File: src/rtl/stpq_pkg.sv
// Shared types, constants and codes for the stable time priority queue.
package stpq_pkg;

	localparam int QUEUE_DEPTH = 16;
	localparam int CNT_W       = $clog2(QUEUE_DEPTH + 1);
	localparam int ID_W        = 54;
	localparam int TIME_W      = 7;
	localparam int KEY_W       = 2 * TIME_W;

	localparam logic MODE_INSERT = 1'b0;
	localparam logic MODE_POP    = 1'b1;

	localparam logic [1:0] STATUS_INSERTED = 2'd0;
	localparam logic [1:0] STATUS_POPPED   = 2'd1;
	localparam logic [1:0] STATUS_FULL     = 2'd2;
	localparam logic [1:0] STATUS_EMPTY    = 2'd3;

	typedef struct packed {
		logic              mode;
		logic [ID_W-1:0]   customer_id;
		logic [TIME_W-1:0] arrival_hour;
		logic [TIME_W-1:0] arrival_minute;
	} req_t;

	typedef struct packed {
		logic [1:0]        status;
		logic [ID_W-1:0]   out_id;
		logic [TIME_W-1:0] out_hour;
		logic [TIME_W-1:0] out_minute;
		logic [CNT_W-1:0]  occupancy;
	} rsp_t;

	typedef struct packed {
		logic [KEY_W-1:0] key;
		logic [ID_W-1:0]  id;
	} entry_t;

	// Broadcast from the top level to every cell of the row.
	typedef struct packed {
		logic   ins;
		logic   pop;
		entry_t new_entry;
	} cell_ctl_t;

endpackage

File: src/rtl/stpq_cell.sv
// One slot of the sorted row: holds an entry, compares it and shifts it.
module stpq_cell import stpq_pkg::*; (
	input  logic      clk,
	input  cell_ctl_t ctl,
	input  logic      occupied,
	input  entry_t    left_entry,
	input  logic      left_after,
	input  entry_t    right_entry,
	output entry_t    entry,
	output logic      after
);

	entry_t entry_q;

	// The new entry belongs at or before this slot when the slot is empty
	// or holds a strictly later time; equal times stay ahead of it.
	assign after = !occupied || (entry_q.key > ctl.new_entry.key);
	assign entry = entry_q;

	always_ff @(posedge clk) begin
		if (ctl.pop) begin
			entry_q <= right_entry;
		end else if (ctl.ins && after) begin
			entry_q <= left_after ? left_entry : ctl.new_entry;
		end
	end

endmodule

File: src/rtl/stable_time_priority_queue.sv
// Top level of the stable time priority queue built from a row of cells.
//
//  Channel   Direction  Handshake              Payload
//  req       in         req_valid / req_ready  req_t: mode, id, hour, minute
//  rsp       out        rsp_valid / rsp_ready  rsp_t: status, id, hour, minute, occupancy
//
// All cells compare their key with the new key at once and shift in the
// same edge, so a request may be accepted in every cycle while responses
// drain. The response register holds one result; a new request is
// accepted whenever that register is empty or is being drained in the same
// cycle. After reset the queue is empty; the stored entries are not cleared,
// only the count is. A stalled response blocks further requests.
module stable_time_priority_queue import stpq_pkg::*; (
	input  logic clk,
	input  logic arst_n,
	input  logic req_valid,
	output logic req_ready,
	input  req_t req,
	output logic rsp_valid,
	input  logic rsp_ready,
	output rsp_t rsp
);

	logic [CNT_W-1:0] cnt_q;
	logic             rsp_valid_q;
	rsp_t             rsp_q;

	logic             accept;
	logic             full;
	logic             empty;
	cell_ctl_t        ctl;
	logic [CNT_W-1:0] cnt_next;
	rsp_t             rsp_next;

	entry_t           entries [QUEUE_DEPTH];
	logic             afters  [QUEUE_DEPTH];
	logic             occ     [QUEUE_DEPTH];

	// The response register frees up when it is empty or taken this cycle.
	assign req_ready = !rsp_valid_q || rsp_ready;
	assign accept    = req_valid && req_ready;
	assign full      = (cnt_q == CNT_W'(QUEUE_DEPTH));
	assign empty     = (cnt_q == '0);

	// An insert into a full queue and a pop of an empty one leave the row alone.
	always_comb begin
		ctl.ins           = accept && (req.mode == MODE_INSERT) && !full;
		ctl.pop           = accept && (req.mode == MODE_POP) && !empty;
		ctl.new_entry.key = {req.arrival_hour, req.arrival_minute};
		ctl.new_entry.id  = req.customer_id;
	end

	// The row of cells; slot zero always holds the earliest entry.
	for (genvar i = 0; i < QUEUE_DEPTH; i++) begin : g_cell
		entry_t left_entry;
		logic   left_after;
		entry_t right_entry;

		assign occ[i] = (cnt_q > CNT_W'(i));

		if (i == 0) begin : g_first
			assign left_entry = '0;
			assign left_after = 1'b0;
		end else begin : g_inner
			assign left_entry = entries[i-1];
			assign left_after = afters[i-1];
		end

		if (i == QUEUE_DEPTH - 1) begin : g_last
			assign right_entry = '0;
		end else begin : g_body
			assign right_entry = entries[i+1];
		end

		stpq_cell u_cell (
			.clk         (clk),
			.ctl         (ctl),
			.occupied    (occ[i]),
			.left_entry  (left_entry),
			.left_after  (left_after),
			.right_entry (right_entry),
			.entry       (entries[i]),
			.after       (afters[i])
		);
	end

	// Result of the current request, taken from the head slot on a pop.
	always_comb begin
		cnt_next            = cnt_q;
		rsp_next.status     = STATUS_INSERTED;
		rsp_next.out_id     = '0;
		rsp_next.out_hour   = '0;
		rsp_next.out_minute = '0;
		if (req.mode == MODE_INSERT) begin
			if (full) begin
				rsp_next.status = STATUS_FULL;
			end else begin
				cnt_next = cnt_q + CNT_W'(1);
			end
		end else begin
			if (empty) begin
				rsp_next.status = STATUS_EMPTY;
			end else begin
				cnt_next            = cnt_q - CNT_W'(1);
				rsp_next.status     = STATUS_POPPED;
				rsp_next.out_id     = entries[0].id;
				rsp_next.out_hour   = entries[0].key[KEY_W-1:TIME_W];
				rsp_next.out_minute = entries[0].key[TIME_W-1:0];
			end
		end
		rsp_next.occupancy = cnt_next;
	end

	always_ff @(posedge clk or negedge arst_n) begin
		if (!arst_n) begin
			cnt_q       <= '0;
			rsp_valid_q <= 1'b0;
		end else begin
			if (accept) begin
				cnt_q       <= cnt_next;
				rsp_valid_q <= 1'b1;
			end else if (rsp_ready) begin
				rsp_valid_q <= 1'b0;
			end
		end
	end

	always_ff @(posedge clk) begin
		if (accept) begin
			rsp_q <= rsp_next;
		end
	end

	assign rsp_valid = rsp_valid_q;
	assign rsp       = rsp_q;

	// The count never passes the number of slots in the row.
	a_cnt_bound: assert property (@(posedge clk) disable iff (!arst_n)
		cnt_q <= CNT_W'(QUEUE_DEPTH))
		else $error("queue count exceeds depth");

	// A waiting response reports the count that the queue holds now.
	a_occ_match: assert property (@(posedge clk) disable iff (!arst_n)
		rsp_valid_q |-> (rsp_q.occupancy == cnt_q))
		else $error("response occupancy differs from queue count");

	// Only a pop result carries entry fields.
	a_zero_fields: assert property (@(posedge clk) disable iff (!arst_n)
		(rsp_valid_q && rsp_q.status != STATUS_POPPED) |->
		(rsp_q.out_id == '0 && rsp_q.out_hour == '0 && rsp_q.out_minute == '0))
		else $error("non-pop response carries entry fields");

	// A pop of a non-empty queue always yields a popped status.
	a_pop_status: assert property (@(posedge clk) disable iff (!arst_n)
		(accept && req.mode == MODE_POP && !empty) |=> (rsp_q.status == STATUS_POPPED))
		else $error("pop of a non-empty queue gave a wrong status");

endmodule

File: config.mk
export PLATFORM = sky130hd
export DESIGN_NAME = stable_time_priority_queue
export DESIGN_NICKNAME = d
export VERILOG_FILES = /design/src/rtl/stpq_pkg.sv /design/src/rtl/stpq_cell.sv /design/src/rtl/stable_time_priority_queue.sv
export SDC_FILE = /design/constraint.sdc
export NUM_CORES = 2
export LEC_CHECK = 0
export BUFFER_PORTS_ARGS = -buffer_cell sky130_fd_sc_hd__buf_2
export CORE_ASPECT_RATIO = 1.4
export CORE_MARGIN = 4
export CORE_UTILIZATION = 35
export DETAILED_ROUTE_END_ITERATION = 8
export GPL_ROUTABILITY_DRIVEN = 0
export GPL_TIMING_DRIVEN = 0
export PLACE_DENSITY = 0.48
export SYNTH_ARGS = -nofsm -noshare
export SYNTH_HDL_FRONTEND = slang
export SYNTH_SLANG_ARGS = --single-unit
File: constraint.sdc
create_clock -name clk -period 6.9 [get_ports clk]
set_input_delay 0.345 -clock clk [delete_from_list [all_inputs] [get_ports clk]]
set_output_delay 0.345 -clock clk [all_outputs]
set_load 0.03 [all_outputs]
==> results <==
- The run finished, with violations left.
- The checks that failed: max-capacitance violations, max-slew violations.
- The sequential fraction of the synthesis area is 52.1%.
- The most common library cell in the layout ignoring fill and taps is edfxtp_1.
- The synthesized area divided by synthesized cell count is 10.3 um2.
- The worst-skew pair later-pin latency is 0.83 ns.
- The total grt overflow is 0.
- The CTS H-tree depth is 4.
- Measured against its own limit, the worst slew margin works out to -4.56%.
- The HPWL after detailed placement is 256000 um.
- The final clock period utilization by the worst path is between 90% and 100%.
- The net count after synthesis is 6692.
- The cell count after synthesis came out at 6390.
- The initial antenna violation count is 32.
- The leakage power summed over all cells is 26.9 nW.
- The dominant synthesized flop cell is edfxtp_1.
- The number of buffers on the longest clock path is 3.
- During synthesis, Yosys emitted a total of 0 warnings.
- The buffer cell driving the clock tree root is clkbuf_16.
- The critical path contains buffers and inverters numbering 8 combined.
- The overall routed net length is 342000 um.
- The horizontal die dimension is 375 um.
- IR analysis of the VDD net gives a maximum drop of 0.203 mV.
- The final non-filler cell area is about 76000 um2.
- The power density over the cells is 394 nW/um2.
- The cell repeated most along the worst path is buf_2.
- Across the routed clock network, the largest skew measured is 0.0359 ns.
- The maximum achievable frequency is 0.153 GHz.
- The die is between 500 and 600 um tall.
- The synthesized design contains around 1100 enable-type register cells.
- Leaving out filler cells and counting taps, the final layout contains 9425.
- The clock-pin slew on the worst setup and hold paths is ~0.060 ns.
- The floorplan has 188 rows.
- For this design the top-level I/O count stands at 150.
- The number of global-route vias before repair is 61900.
- The clock sink total is 1169.
- The iteration count of the initial detailed-routing pass is 7.
- Final hold analysis gives a worst-case slack of approximately 0.12 ns.
- The synthesized netlist occupies a cell area of approximately 66000 um2.
- For the worst setup path, the data arrival time is between 7 and 8 ns.
- In this run, distinct cell masters in the synthesized netlist total 64.
- The worst setup slack for register-to-register paths is 0.38 ns.
- Leaving out fill and tap cells, the most frequent cells in the layout are edfxtp_1, nand2_1, clkbuf_1.
- The pin count of the biggest net entering global routing is 44.
- The number of clock buffers added by TritonCTS is 137.
- The net count of the finished layout is 7110.
- After the first detailed-routing iteration, the DRC count stood at 7728.
- The final sum of negative setup slack is 0 ns.
- The overall via count from detail_route is 61900.
- The count of max-cap constraint violations is 3.
- The count of pins over their slew limit is 9.
- In the final routed layout, each cell accounts on average for 36.3 um.
- Of all flip-flops after synthesis, the portion carrying an async set or reset was less than 1%.
- The family of cells with the greatest summed delay on the critical path is buffers and inverters.
- After filler insertion, the fill cell instance count of the layout stands at about 19000.
- The number of DRC violations after detailed routing is 0.
- Once placement completed, the tool counted placed cells totaling 9066.
- The fraction of layout cells with a size suffix above 1 is 9.79%.
- The critical path's slowest cell is buf_2.
- The die footprint is just under 200000 um2.
- The cell area after placement is between 70000 and 80000 um2.
- The global-route usage over all layers is 33.9%.
- Setup repair after global routing left no endpoint under its margin.
- The worst hold path belongs to the class input port to flip-flop.
- For this configuration, the core starts out at a cell density of a little over a third.
- The largest single stage delay on the critical path is 0.82 ns.
- In this run the standard cell core region covers 187000 um2.
- Walking the worst path, the cells encountered are buf_2 > inv_1 > ha_1 > nor2b_1 > a211o_1 > buf_2 > buf_2 > buf_2 > buf_2 > buf_2 > nand2_4 > buf_16.
- STA classifies the critical path startpoint as a flip-flop.
- In the routed layout, each cell is associated on average with a via count of 6.57.
- The type of element capturing the critical path is a flip-flop.
- Setup violations remaining at the end of the flow were counted as 0.
- The minimum clock period after layout is 6.52 ns.
- The relative area change from synthesis to final layout is 15.9%.
- The critical path is of the flip-flop to flip-flop type.
- The number of gates resized after CTS is 0.
- Synthesis inferred 1169 register bits.
- During placement, the flow inserted port buffers numbering between 100 and 150.
- Once detail routing completed, the nets flagged for antenna violations numbered 0.
- The first global-routing pass estimated 471000 um of wire.
- The slew of the pin with the lowest slew margin is 1.57 ns.
- The required time at the worst-slack endpoint is 7.41 ns.
- TritonCTS built the clock tree.
- Of all nets on the critical path, the largest fanout is 35.
- The number of hold violations in the final report is 0.
## per-stage QoR
stage          utilization [%]  power (W)  setup slack [ns]
5_1_grt                   40.7     0.0311             0.455
3_5_place_dp              38.0     0.0221             0.582
4_1_cts                   40.7     0.0298             0.550
3_3_place_gp              37.3     0.0218             -6.58
6_report                  40.8     0.0301             0.384
2_1_floorplan                -     0.0173              1.20
## path summary, 6_finish.rpt
kind                                                                from                                  endpoint  cells past startpoint
min in group asynchronous                                         arst_n                     rsp_valid$_DFFE_PN0P_                      3
max in group asynchronous                                         arst_n                      cnt_q[3]$_DFFE_PN0P_                      3
worst max-delay path                                cnt_q[1]$_DFFE_PN0P_     g_cell[14].u_cell.entry[33]$_DFFE_PP_                     12
worst min register to register  g_cell[15].u_cell.entry[41]$_SDFFE_PP0P_  g_cell[15].u_cell.entry[41]$_SDFFE_PP0P_                      2
worst max register to register                      cnt_q[1]$_DFFE_PN0P_     g_cell[14].u_cell.entry[33]$_DFFE_PP_                     12
worst min-delay path                                              req[0]  g_cell[15].u_cell.entry[54]$_SDFFE_PP0P_                      3
## per-layer routing
| metal | track usage (%) | wire length, um | vias to the layer above |
|---|---|---|---|
| li1 | - | - | 26000 |
| met1 | 37.2 | 119000 | 31000 |
| met2 | 55.8 | 162000 | 3730 |
| met3 | 8.02 | 28400 | 1258 |
| met4 | 28.2 | 33100 | 14 |
| met5 | 0 | 92 | - |
## repair_timing
action	CTS	global route
buffers inserted	0	0
hold buffers	72	0
endpoints found under the setup margin	0	0
hold endpoints to repair	84	0
## sequential cells by signal, summed over array words and instances (netlist names)
signal / cells
cnt_q: 5
g_cell.u_cell.entry: 1088
rsp: 75
rsp_valid: 1
## cells in the mapped netlist, drive strengths merged (98+ instances only)
| library cell | n | area (um2) |
|---|---|---|
| nor2 | 189 | 717 |
| ha | 229 | 2870 |
| nand2 | 656 | 2460 |
| nand4 | 108 | 676 |
| o211ai | 139 | 1040 |
| a22oi | 471 | 3540 |
| a21oi | 421 | 2110 |
| a21o | 110 | 826 |
| clkbuf | 531 | 2000 |
| edfxtp | 1095 | 32900 |
| buf | 212 | 1050 |
| nand4b | 403 | 3530 |
| o22ai | 273 | 1710 |
| o21ai | 98 | 490 |
| nand3 | 562 | 2810 |
## power breakdown
group | internal, W | switching (W)
sequential | 0.0102 | 0.00111
clock | 0.00431 | 0.00335
combinational | 0.00355 | 0.00762
total | 0.0181 | 0.0121
## cells by family (layout without fill, tap and decap cells)
kind of cell | after synthesis | in the layout | synth area share [%]
multiplexers | 4 | 4 | 0.0683
AND/OR/NAND/NOR | 2302 | 2302 | 19.0
flip-flops | 1169 | 1169 | 52.1
XOR/XNOR | 2 | 2 | 0.0266
AO/OA/AOI/OAI | 1870 | 1870 | 19.4
buffers and inverters | 814 | 1346 | 5.02
other | 0 | 33 | 0
adder cells (fa/ha/maj) | 229 | 229 | 4.34
## worst reg2reg max path, stage by stage (launching register included)
cell and delay [ns]:
dfrtp_1 0.44, buf_2 0.22, inv_1 0.18, ha_1 0.28, nor2b_1 0.21, a211o_1 0.72
buf_2 0.46, buf_2 0.38, buf_2 0.73, buf_2 0.83, buf_2 0.74, nand2_4 0.58
buf_16 0.39
## final cells by class
class | instances | area (um2) | area share (%)
sequential | 1169 | 34400 | 45.0
multi-input combinational | 4407 | 28500 | 37.3
clock buffer | 195 | 3890 | 5.08
tap | 2470 | 3090 | 4.04
buffer | 743 | 3050 | 3.99
timing repair buffer | 279 | 2580 | 3.37
clock inverter | 58 | 573 | 0.750
inverter | 71 | 269 | 0.352
antenna | 33 | 82.6 | 0.108
Power figures use the tool's default switching activity.
